===== config.mk =====
export PLATFORM = sky130hd
export DESIGN_NAME = integer_to_radix_ascii_flat
export DESIGN_NICKNAME = d
export VERILOG_FILES = /design/src/rtl/i2ra_pkg.sv /design/src/rtl/i2ra_in_if.sv /design/src/rtl/i2ra_out_if.sv /design/src/rtl/i2ra_ram.sv /design/src/rtl/i2ra_datapath.sv /design/src/rtl/i2ra_ctrl.sv /design/src/rtl/integer_to_radix_ascii.sv /design/src/flat_wrapper.sv
export SDC_FILE = /design/constraint.sdc
export NUM_CORES = 1
export LEC_CHECK = 0
export ABC_AREA = 1
export BUFFER_PORTS_ARGS = -buffer_cell sky130_fd_sc_hd__buf_2
export CORE_ASPECT_RATIO = 1.25
export CORE_MARGIN = 2
export CORE_UTILIZATION = 35
export CTS_CLUSTER_DIAMETER = 100
export DETAILED_ROUTE_END_ITERATION = 10
export PLACE_DENSITY = 0.51
export SYNTH_ARGS = -nofsm -noshare
export SYNTH_HDL_FRONTEND = slang
export SYNTH_SLANG_ARGS = --single-unit

===== constraint.sdc =====
create_clock -name clk -period 3.95 [get_ports clk]
set_input_delay 0.79 -clock clk [delete_from_list [all_inputs] [get_ports clk]]
set_output_delay 0.79 -clock clk [all_outputs]
set_load 0.02 [all_outputs]

===== src/rtl/i2ra_pkg.sv =====
// ---------------------------------------------------------------------------
// i2ra_pkg
// Types, constants and helpers shared by the radix to ASCII converter.
// ---------------------------------------------------------------------------
package i2ra_pkg;

  localparam int VALUE_BITS = 32;
  // digit store address and division bit counter width
  localparam int DIGIT_AW   = $clog2(VALUE_BITS);
  localparam int BIT_CW     = $clog2(VALUE_BITS);

  localparam logic [7:0] CHAR_ZERO  = 8'h30;
  localparam logic [7:0] CHAR_A     = 8'h41;
  localparam logic [7:0] CHAR_MINUS = 8'h2D;
  localparam logic [7:0] DECIMAL    = 8'd10;
  localparam logic [7:0] MIN_BASE   = 8'd2;

  typedef enum logic [2:0] {
    ST_IDLE,
    ST_RAW,
    ST_DIV,
    ST_SIGN,
    ST_READ,
    ST_EMIT
  } state_t;

  typedef enum logic [1:0] {
    OSEL_RAW,
    OSEL_SIGN,
    OSEL_DIGIT
  } out_sel_t;

  typedef struct packed {
    logic     start;
    logic     div_step;
    logic     rd_en;
    logic     out_load;
    out_sel_t out_sel;
    logic     idx_dec;
  } cmd_t;

  typedef struct packed {
    logic base_zero;
    logic neg;
    logic div_done;
    logic idx_zero;
    logic out_free;
  } status_t;

  // Map a digit value to its character, wrapping modulo 256
  function automatic logic [7:0] digit_char(input logic [7:0] d);
    logic [7:0] c;
    if (d < DECIMAL) begin
      c = 8'(CHAR_ZERO + d);
    end else begin
      c = 8'(d + CHAR_A - DECIMAL);
    end
    return c;
  endfunction

endpackage


===== src/rtl/i2ra_in_if.sv =====
// ---------------------------------------------------------------------------
// i2ra_in_if
// Number request channel: selector, value bits and base.
// ---------------------------------------------------------------------------
interface i2ra_in_if;
  logic                             valid;
  logic                             ready;
  logic                             func;
  logic [i2ra_pkg::VALUE_BITS-1:0]  value;
  logic [7:0]                       base;

  modport source (output valid, func, value, base, input ready);
  modport sink   (input valid, func, value, base, output ready);
endinterface


===== src/rtl/i2ra_out_if.sv =====
// ---------------------------------------------------------------------------
// i2ra_out_if
// Character channel: one ASCII code per transfer, with the final flag.
// ---------------------------------------------------------------------------
interface i2ra_out_if;
  logic       valid;
  logic       ready;
  logic [7:0] char_code;
  logic       last;

  modport source (output valid, char_code, last, input ready);
  modport sink   (input valid, char_code, last, output ready);
endinterface


===== src/rtl/i2ra_ram.sv =====
// ---------------------------------------------------------------------------
// i2ra_ram
// Generic single-write, single-read RAM with registered read data.
// ---------------------------------------------------------------------------
module i2ra_ram #(
  parameter int WIDTH = 8,
  parameter int DEPTH = 32,
  localparam int AW   = $clog2(DEPTH)
) (
  input  logic             clk,
  input  logic             wr_en,
  input  logic [AW-1:0]    wr_addr,
  input  logic [WIDTH-1:0] wr_data,
  input  logic             rd_en,
  input  logic [AW-1:0]    rd_addr,
  output logic [WIDTH-1:0] rd_data
);

  logic [WIDTH-1:0] mem [DEPTH];

  // Write port
  always_ff @(posedge clk) begin
    if (wr_en) begin
      mem[wr_addr] <= wr_data;
    end
  end

  // Registered read, held when not enabled
  always_ff @(posedge clk) begin
    if (rd_en) begin
      rd_data <= mem[rd_addr];
    end
  end

endmodule


===== src/rtl/i2ra_datapath.sv =====
// ---------------------------------------------------------------------------
// i2ra_datapath
// Bit-serial divider, digit store and output register of the converter.
// ---------------------------------------------------------------------------
module i2ra_datapath (
  input  logic                            clk,
  input  logic                            rst,
  input  logic                            func,
  input  logic [i2ra_pkg::VALUE_BITS-1:0] value,
  input  logic [7:0]                      base,
  input  i2ra_pkg::cmd_t                  cmd,
  output i2ra_pkg::status_t               status,
  output logic                            out_valid,
  input  logic                            out_ready,
  output logic [7:0]                      out_char,
  output logic                            out_last
);

  localparam int VB = i2ra_pkg::VALUE_BITS;
  localparam int AW = i2ra_pkg::DIGIT_AW;
  localparam int CW = i2ra_pkg::BIT_CW;

  logic [VB-1:0] quot;
  logic [VB-1:0] quot_next;
  logic [7:0]    rem;
  logic [7:0]    rem_next;
  logic [7:0]    base_r;
  logic          neg;
  logic [7:0]    raw_byte;
  logic [CW-1:0] bit_cnt;
  logic [AW-1:0] digit_idx;
  logic [8:0]    trial;
  logic          take;
  logic          digit_end;
  logic          conv_done;
  logic          start_neg;
  logic [7:0]    rd_data;
  logic          idx_zero;

  // One restoring division step: bring in the next quotient bit
  always_comb begin
    trial     = {rem, quot[VB-1]};
    take      = trial >= {1'b0, base_r};
    rem_next  = take ? 8'(trial - {1'b0, base_r}) : trial[7:0];
    quot_next = {quot[VB-2:0], take};
    digit_end = bit_cnt == CW'(VB - 1);
    conv_done = digit_end && ((quot_next == '0) || (digit_idx == AW'(VB - 1)));
  end

  assign start_neg = (base == i2ra_pkg::DECIMAL) && func && value[VB-1];
  assign idx_zero  = digit_idx == '0;

  // Load the operands, then iterate the divider
  always_ff @(posedge clk) begin
    if (rst) begin
      quot      <= '0;
      rem       <= '0;
      bit_cnt   <= '0;
      digit_idx <= '0;
      neg       <= 1'b0;
    end else if (cmd.start) begin
      quot      <= start_neg ? VB'(~value + 1'b1) : value;
      rem       <= '0;
      bit_cnt   <= '0;
      digit_idx <= '0;
      neg       <= start_neg;
    end else if (cmd.div_step) begin
      quot    <= quot_next;
      bit_cnt <= digit_end ? '0 : CW'(bit_cnt + 1'b1);
      rem     <= digit_end ? '0 : rem_next;
      if (digit_end && !conv_done) begin
        digit_idx <= AW'(digit_idx + 1'b1);
      end
    end else if (cmd.idx_dec) begin
      digit_idx <= AW'(digit_idx - 1'b1);
    end
  end

  // Hold the base and the raw byte for the whole request
  always_ff @(posedge clk) begin
    if (cmd.start) begin
      base_r   <= (base < i2ra_pkg::MIN_BASE) ? i2ra_pkg::DECIMAL : base;
      raw_byte <= value[7:0];
    end
  end

  // Digit store, least significant digit first
  i2ra_ram #(
    .WIDTH (8),
    .DEPTH (VB)
  ) u_digit_store (
    .clk     (clk),
    .wr_en   (cmd.div_step && digit_end),
    .wr_addr (digit_idx),
    .wr_data (i2ra_pkg::digit_char(rem_next)),
    .rd_en   (cmd.rd_en),
    .rd_addr (digit_idx),
    .rd_data (rd_data)
  );

  // Output register: load a character or drop it once taken
  always_ff @(posedge clk) begin
    if (rst) begin
      out_valid <= 1'b0;
    end else if (cmd.out_load) begin
      out_valid <= 1'b1;
    end else if (out_ready) begin
      out_valid <= 1'b0;
    end
  end

  always_ff @(posedge clk) begin
    if (cmd.out_load) begin
      unique case (cmd.out_sel)
        i2ra_pkg::OSEL_RAW: begin
          out_char <= raw_byte;
          out_last <= 1'b1;
        end
        i2ra_pkg::OSEL_SIGN: begin
          out_char <= i2ra_pkg::CHAR_MINUS;
          out_last <= 1'b0;
        end
        default: begin
          out_char <= rd_data;
          out_last <= idx_zero;
        end
      endcase
    end
  end

  always_comb begin
    status.base_zero = base == '0;
    status.neg       = neg;
    status.div_done  = conv_done;
    status.idx_zero  = idx_zero;
    status.out_free  = !out_valid || out_ready;
  end

endmodule


===== src/rtl/i2ra_ctrl.sv =====
// ---------------------------------------------------------------------------
// i2ra_ctrl
// Sequencer of the converter: accept, divide, then stream characters (or pass the raw byte).
// ---------------------------------------------------------------------------
module i2ra_ctrl (
  input  logic              clk,
  input  logic              rst,
  input  logic              in_valid,
  output logic              in_ready,
  input  i2ra_pkg::status_t status,
  output i2ra_pkg::cmd_t    cmd
);

  i2ra_pkg::state_t state;
  i2ra_pkg::state_t state_next;

  // State register
  always_ff @(posedge clk) begin
    if (rst) begin
      state <= i2ra_pkg::ST_IDLE;
    end else begin
      state <= state_next;
    end
  end

  // Next state
  always_comb begin
    state_next = state;
    unique case (state)
      i2ra_pkg::ST_IDLE: begin
        if (in_valid) begin
          state_next = status.base_zero ? i2ra_pkg::ST_RAW : i2ra_pkg::ST_DIV;
        end
      end
      i2ra_pkg::ST_RAW: begin
        if (status.out_free) begin
          state_next = i2ra_pkg::ST_IDLE;
        end
      end
      i2ra_pkg::ST_DIV: begin
        if (status.div_done) begin
          state_next = status.neg ? i2ra_pkg::ST_SIGN : i2ra_pkg::ST_READ;
        end
      end
      i2ra_pkg::ST_SIGN: begin
        if (status.out_free) begin
          state_next = i2ra_pkg::ST_READ;
        end
      end
      i2ra_pkg::ST_READ: begin
        state_next = i2ra_pkg::ST_EMIT;
      end
      i2ra_pkg::ST_EMIT: begin
        if (status.out_free) begin
          state_next = status.idx_zero ? i2ra_pkg::ST_IDLE : i2ra_pkg::ST_READ;
        end
      end
      default: begin
        state_next = i2ra_pkg::ST_IDLE;
      end
    endcase
  end

  // Commands to the datapath
  always_comb begin
    in_ready     = 1'b0;
    cmd.start    = 1'b0;
    cmd.div_step = 1'b0;
    cmd.rd_en    = 1'b0;
    cmd.out_load = 1'b0;
    cmd.out_sel  = i2ra_pkg::OSEL_DIGIT;
    cmd.idx_dec  = 1'b0;
    unique case (state)
      i2ra_pkg::ST_IDLE: begin
        in_ready  = 1'b1;
        cmd.start = in_valid;
      end
      i2ra_pkg::ST_RAW: begin
        cmd.out_load = status.out_free;
        cmd.out_sel  = i2ra_pkg::OSEL_RAW;
      end
      i2ra_pkg::ST_DIV: begin
        cmd.div_step = 1'b1;
      end
      i2ra_pkg::ST_SIGN: begin
        cmd.out_load = status.out_free;
        cmd.out_sel  = i2ra_pkg::OSEL_SIGN;
      end
      i2ra_pkg::ST_READ: begin
        cmd.rd_en = 1'b1;
      end
      i2ra_pkg::ST_EMIT: begin
        cmd.out_load = status.out_free;
        cmd.idx_dec  = status.out_free && !status.idx_zero;
      end
      default: begin
        in_ready = 1'b0;
      end
    endcase
  end

endmodule


===== src/rtl/integer_to_radix_ascii.sv =====
// ---------------------------------------------------------------------------
// integer_to_radix_ascii
// Converts a binary number to ASCII digits in a chosen base.
// ---------------------------------------------------------------------------
// Usage: send one request on num (func, value, base); the characters come
// out on chars, most significant first, with last set on the final one.
// Base zero returns the raw low byte as a single character; bases below
// two act as ten; a negative signed value in base ten is led by a minus.
// Timing: a request is taken only while the sequencer is idle. Each digit
// comes from the bit-serial restoring divider, one quotient bit per cycle,
// which never stalls. Each character is then read from the digit store in
// a read state and loaded into the output register in an emit state, as
// the store's read data is registered. The last character may wait in the
// output register while the next request is already accepted.
// Reset: the sequencer returns to idle and the output register empties;
// the digit store is not cleared, since each entry is written before use.
// Stall: a character not taken is held and the sequencer waits for room.
// ---------------------------------------------------------------------------
module integer_to_radix_ascii (
  input  logic clk,
  input  logic rst,
  i2ra_in_if.sink    num,
  i2ra_out_if.source chars
);

  i2ra_pkg::cmd_t    cmd;
  i2ra_pkg::status_t status;

  // Sequencer
  i2ra_ctrl u_ctrl (
    .clk      (clk),
    .rst      (rst),
    .in_valid (num.valid),
    .in_ready (num.ready),
    .status   (status),
    .cmd      (cmd)
  );

  // Divider, digit store and output register
  i2ra_datapath u_datapath (
    .clk       (clk),
    .rst       (rst),
    .func      (num.func),
    .value     (num.value),
    .base      (num.base),
    .cmd       (cmd),
    .status    (status),
    .out_valid (chars.valid),
    .out_ready (chars.ready),
    .out_char  (chars.char_code),
    .out_last  (chars.last)
  );

endmodule


===== src/flat_wrapper.sv =====
// flat-port wrapper written by rule: the top's interface ports become plain ports
module integer_to_radix_ascii_flat 
  (clk, rst, num_valid, num_func, num_value, num_base, num_ready, chars_valid, chars_char_code, chars_last, chars_ready);
  i2ra_in_if num_i ();
  i2ra_out_if chars_i ();
  input  logic clk;
  input  logic rst;
  input wire logic [$bits(num_i.valid)-1:0] num_valid;
  input wire logic [$bits(num_i.func)-1:0] num_func;
  input wire logic [$bits(num_i.value)-1:0] num_value;
  input wire logic [$bits(num_i.base)-1:0] num_base;
  output wire logic [$bits(num_i.ready)-1:0] num_ready;
  output wire logic [$bits(chars_i.valid)-1:0] chars_valid;
  output wire logic [$bits(chars_i.char_code)-1:0] chars_char_code;
  output wire logic [$bits(chars_i.last)-1:0] chars_last;
  input wire logic [$bits(chars_i.ready)-1:0] chars_ready;
  assign num_i.valid = num_valid;
  assign num_i.func = num_func;
  assign num_i.value = num_value;
  assign num_i.base = num_base;
  assign num_ready = num_i.ready;
  assign chars_valid = chars_i.valid;
  assign chars_char_code = chars_i.char_code;
  assign chars_last = chars_i.last;
  assign chars_i.ready = chars_ready;
  integer_to_radix_ascii u_core (.clk(clk), .rst(rst), .num(num_i), .chars(chars_i));
endmodule

# ---- Word level (Yosys, flattened, before mapping)
# Memory sizes are Yosys's and may differ from the RTL's. A register that Yosys moved wholly into a read port is not among the register bits.
# Cells that the tools add are included.
dict set report totals {
  register_bits 80
  mem_bits_rw 256
  input_bits 45
  out_inout_bits 11
  n_memories 1
}
# name depth word_bits read_ports rd_ports_with_merged_regs write_ports line_no
set mem_list {}
lappend mem_list {u_core.u_datapath.u_digit_store.mem 32 8 1 1 1 i2ra_ram.sv:19} ;# logic [WIDTH-1:0] mem [DEPTH];
dict set report classes {
  addsub 8
  magnitude_cmp 3
  eq_ne 15
  muxes 32
  bitwise 1
  reduce_logical 23
}
# cell n
set ops {}
lappend ops {{32-bit two-way mux} 3}
lappend ops {{32-bit by 1-bit adder with 32-bit output (second input constant)} 1}
lappend ops {{32-bit logical NOT} 1}
lappend ops {{32-bit inverter} 1}
lappend ops {{8-bit two-way mux} 3}
lappend ops {{3-bit two-way mux} 7}
lappend ops {{5-bit two-way mux} 4}
lappend ops {{3-bit case mux with 6 select lines} 1}
lappend ops {{8-bit case mux with 2 select lines} 1}
lappend ops {{5-bit by 1-bit adder with 5-bit output (second input constant)} 2}
lappend ops {{5-bit equality test (second input constant)} 2}
lappend ops {{1-bit two-way mux} 10}
lappend ops {{2-bit inequality test (second input constant)} 5}
lappend ops {{9-bit by 8-bit >= comparator with 1-bit output} 1}
lappend ops {{6-bit by 8-bit adder with 8-bit output (first input constant)} 1}
lappend ops {{8-bit by 7-bit adder with 8-bit output (second input constant)} 1}
lappend ops {{8-bit by 4-bit equality test with 1-bit output (second input constant)} 1}
lappend ops {{8-bit logical NOT} 1}
lappend ops {{8-bit by 2-bit less-than comparator with 1-bit output (second input constant)} 1}
lappend ops {{8-bit by 4-bit less-than comparator with 1-bit output (second input constant)} 1}
lappend ops {{8-bit by 4-bit subtractor with 8-bit output (second input constant)} 1}
lappend ops {{8-bit subtractor} 1}
lappend ops {{3-bit by 2-bit equality test with 1-bit output (second input constant)} 2}
lappend ops {{3-bit equality test (second input constant)} 2}
lappend ops {{18 further kinds} 28}

# ---- Logic depth before layout (Yosys ltp)
dict set report depth {
  ltp_word 8
  depth_mapped 18
}

# ---- By module
# A second synthesis with hierarchy kept.
dict set report unflattened {
  hier_cells 1739
  hier_area_um2 16321.9
}
# mod instances cells_per_inst area_each_um2 seq_area_each_um2
set modules_own_cells {}
lappend modules_own_cells {i2ra_ram 1 922 10866.7 7927.6}
lappend modules_own_cells {i2ra_datapath 1 762 5128.7 1791.7}
lappend modules_own_cells {i2ra_ctrl 1 55 326.6 60.1}

# ---- Worst setup path after synthesis
# Ideal clock, no wire load.
dict set report synth_timing {
  path_type {reg-to-reg}
  from {register u_core.u_datapath.rem[2]}
  to {memory u_core.u_datapath.u_digit_store.mem[0][6] (data pin)}
  setup_time_ps 351
  t_arrival_ps 2833
  required_time_ps 3599
  slack_ps 766
  stages_incl_launch_ff 18
  n_path_buf 1
  cell_sequence {dfxtp_1 > ha_1 > nand2_1 > nor2_1 > nand2_1 > nand3_2 > nand2_2 > nand2_4 > buf_12 > nand2_1 > nand2_4 > inv_1 > ha_1 > nand2_4 > nor2_8 > nand2_4 > nand2_1 > nor2_1}
}
dict set report synth_via {
  elab_chain_len 5
}
# item line_no
set synth_rtl {}
lappend synth_rtl {{from (decl)} i2ra_datapath.sv:25} ;# logic [7:0] rem;
lappend synth_rtl {{from (signal assigned)} i2ra_datapath.sv:70} ;# rem <= digit_end ? '0 : rem_next;
lappend synth_rtl {{8-bit subtractor or 9-bit by 8-bit >= comparator with 1-bit output (tied branches)} {i2ra_datapath.sv:44, i2ra_datapath.sv:43}}
lappend synth_rtl {{8-bit two-way mux (*)} i2ra_datapath.sv:44} ;# rem_next = take ? 8'(trial - {1'b0, base_r}) : trial[7:0];
lappend synth_rtl {{8-bit by 7-bit adder with 8-bit output} i2ra_pkg.sv:56} ;# c = 8'(d + CHAR_A - DECIMAL);
lappend synth_rtl {{8-bit by 4-bit subtractor with 8-bit output} i2ra_pkg.sv:56}
lappend synth_rtl {{8-bit two-way mux (*)} i2ra_pkg.sv:53} ;# if (d < DECIMAL) begin
lappend synth_rtl {{via u_core.u_datapath.u_digit_store.wr_data[6]} i2ra_ram.sv:13} ;# input logic [WIDTH-1:0] wr_data,
lappend synth_rtl {{to (decl)} i2ra_ram.sv:19}
# The timed path passes the listed nets; every way through them passes the cells marked *.

# ---- Worst setup path after layout
# Same ends and word-level chain as after synthesis.

==> results_dict.tcl <==
set metrics [dict create \
    status "completed" \
    holdCritStartpoint "u_core.u_datapath.quot[23]$_SDFFE_PP0P_" \
    track_usage 0.180 \
    core-area_sq_um 43100 \
    post-dp-hpwl_mm 26.8 \
    synth_top_family_by_area "simple AND/OR/NAND/NOR gates" \
    die_width_um 191 \
    finalNonFillerCells 2072 \
    ys_types 48 \
    num_vias 10585 \
    post-route-util 0.408 \
    cts_buffers 38 \
    cts_hold_buf 0 \
    final_layout_size_suffix_gt1_frac 0.139 \
    synth_xor_xnor_area_share 0.0189 \
    htreeDepth 2 \
    grt_pass1_vias 10700 \
    synthCells 1392 \
    grt_max_degree 47 \
    cp.required_ps 4290 \
    hold_ws_ps 462 \
    drtPass1Iterations 5 \
    max_freq_ghz 0.315 \
    slew_headroom 0.448 \
    async_flop_share 0 \
    switchingPower_w 0.00239 \
    clock_latency_ps 530 \
    place.gp.congestion 0.861 \
    fin_skew_ps 13.2 \
    synth_flop_cell "edfxtp_1" \
    synth_warnings 0 \
    die_h_um 237 \
    port_buffers 55 \
    root_buffer "clkbuf_16" \
    synthAdderAreaFrac 0.0158 \
    synth_area_sq_um 15200 \
    syn_to_final_growth_pct 15.4 \
    n_fill_cell 4158 \
    endpoint_kind "flop" \
    placedCellCount 2003 \
    synth_area_leaders "edfxtp_1, dfxtp_1, a22oi_1" \
    grt_use_met1 0.239 \
    grt_setup_unrepaired "no" \
    synth_top_cell_area_share 0.570 \
    clkSinkCount 344 \
    yosys.area.top_type "edfxtp_1" \
    ant_nets 0 \
    worstMarginPinSlew_ps 824 \
    synth_area_per_cell_sq_um 10.9 \
    hp-class "reg -> reg" \
    synth_compound_area_frac 0.131 \
    totalWireLength_mm 40.2 \
    synth-seq-cells 344 \
    first_iter_violations 761 \
    min_period_over_period 0.803 \
    max_cap_viol_count 0 \
    grt_overflow_total 0 \
    fp-row-count 85 \
    p_leak_nw 6.32 \
    num_io_pins 56 \
    wl_per_cell_um 19.4 \
    cts_tree "yes" \
    nets 1541 \
    yosysSeqAreaShare 0.642 \
    critPathLaunch "u_core.u_datapath.rem[2]$_SDFFE_PP0P_" \
    synth_common_cells "edfxtp_1, nand2_1, a22oi_1" \
    clk_pin_slew_worst_paths_ps 60 \
    met3_usage 0.0247 \
    setup_violations 0 \
    comb_power_share 0.141 \
    synthesis.nets 1455 \
    busiest_layer "met2" \
    switching_share 0.265 \
    synth_edf_count 289 \
    cp_max_fo 22 \
    via_per_inst 5.11 \
    synth_mux_area_frac 0 \
    start_kind "flop" \
    slew_viol_final 0 \
    pwr-share-clk 0.383 \
    cts_resized 0 \
    grt_pass1_wl_mm 62.4 \
    use_met2 0.306 \
    max-vdd-ir-drop_mv 0.335 \
    path_class "reg -> reg" \
    power-per-cell-area_nw_per_um2 514 \
    cts.repair_timing.setup_buffer_count 0 \
    cellInternalPower_w 0.00664 \
    hold_viol_final 0 \
    drc 0 \
    cp.arrival_ps 3510 \
    period_needed_ps 3170 \
    tns_ps 0 \
    clk_path_buf_depth 3 \
    antennaDiodeCount 0 \
    rr_startpoint "u_core.u_datapath.rem[2]$_SDFFE_PP0P_" \
    synthSimpleGateAreaFrac 0.143 \
    pwr-share-seq 0.475 \
    yosysMostFrequentCell "edfxtp_1" \
    dieArea_sq_um 45200 \
    initial_core_util 0.354 \
    antenna_found_initial 0 \
]
cell usage in the layout (no fill, tap or decap), types with 9 or more instances in the layout:
| master | netlist | routed |
|---|---|---|
| a21oi_1 | 110 | 110 |
| a22oi_1 | 128 | 128 |
| buf_2 | 14 | 55 |
| buf_4 | 0 | 49 |
| clkbuf_16 | 0 | 39 |
| clkinv_1 | 3 | 15 |
| dfxtp_1 | 55 | 55 |
| edfxtp_1 | 289 | 289 |
| ha_1 | 16 | 16 |
| inv_1 | 120 | 118 |
| inv_2 | 7 | 9 |
| nand2_1 | 240 | 240 |
| nand3_1 | 54 | 54 |
| nand4_1 | 22 | 22 |
| nor2_1 | 107 | 103 |
| nor3_1 | 17 | 17 |
| nor4_1 | 11 | 11 |
| o21ai_0 | 57 | 57 |
| or2_2 | 9 | 9 |
| xor2_1 | 27 | 27 |
path summary, 6_finish.rpt:
kind / end / slack, ps / cells after the start
max: u_core.u_datapath.u_digit_store.mem[0][6]$_DFFE_PP_ / 780 / 16
min: u_core.u_datapath.quot[23]$_SDFFE_PP0P_ / 460 / 2
max reg2reg: u_core.u_datapath.u_digit_store.mem[0][6]$_DFFE_PP_ / 780 / 16
min reg2reg: u_core.u_datapath.quot[23]$_SDFFE_PP0P_ / 460 / 2
registers in the layout (all words and copies together), names as in the netlist, 3 cells and up:
signal and count:
u_core.u_datapath.out_char 8, u_core.u_datapath.rem 8, u_core.u_datapath.quot 32, u_core.u_datapath.digit_idx 5
u_core.u_datapath.u_digit_store.mem 256, u_core.u_datapath.base_r 8, u_core.u_datapath.raw_byte 8, u_core.u_ctrl.state 3
u_core.u_datapath.bit_cnt 5, u_core.u_datapath.u_digit_store.rd_data 8
power by group through the flow:
stage | Sequential (W) | Combinational [W] | Clock [W]
2_1_floorplan | 0.00435 | 0.000874 | 0
3_3_place_gp | 0.00436 | 0.00128 | 0
3_5_place_dp | 0.00437 | 0.00129 | 0
4_1_cts | 0.00429 | 0.00130 | 0.00356
5_1_grt | 0.00431 | 0.00146 | 0.00370
6_report | 0.00429 | 0.00128 | 0.00346
final cells by class:
class	instances	area [sq um]	share of cell area
repair buffers	105	663	0.0377
clock buffers	47	1010	0.0572
clock inverters	22	199	0.0113
well taps	565	707	0.0402
flip-flops and latches	344	9780	0.556
inverters	132	500	0.0285
multi-input cells	857	4720	0.269
per-layer routing:
metal / vias to the layer above / part of all wire
met5: - / 0
met4: 0 / 0.026
met3: 55 / 0.043
met2: 257 / 0.49
met1: 5137 / 0.44
li1: 5136 / -
worst max-delay path, stage by stage (launching register included):
cell      delay [ps]
dfxtp_1          350
ha_1             390
nand2_1          100
nor2_1           100
nand2_1           60
nand3_2          100
nand2_2          100
nand2_4          200
inv_2             70
nand2_1          100
nand2_4           80
inv_1            110
ha_1             220
a21boi_2         190
nor2_1            60
nor2_2           370
buf_4            340
stage by stage:
step	total power, W	setup slack, ps	cell area, sq um
3_3_place_gp	0.00565	830	16400
5_1_grt	0.00947	441	17600
3_5_place_dp	0.00566	739	16400
6_report	0.00903	778	17600
4_1_cts	0.00915	737	17600
2_1_floorplan	0.00523	766	15200
logic make-up after synthesis:
logic type | Yosys count
xor gates and xnor gates | 32
DFF | 344
and+or+nand+nor | 489
buffers and inverters | 191
AOI/OAI and AO/OA | 318
adders and majority gates | 18
Power figures use the tool's default switching activity.
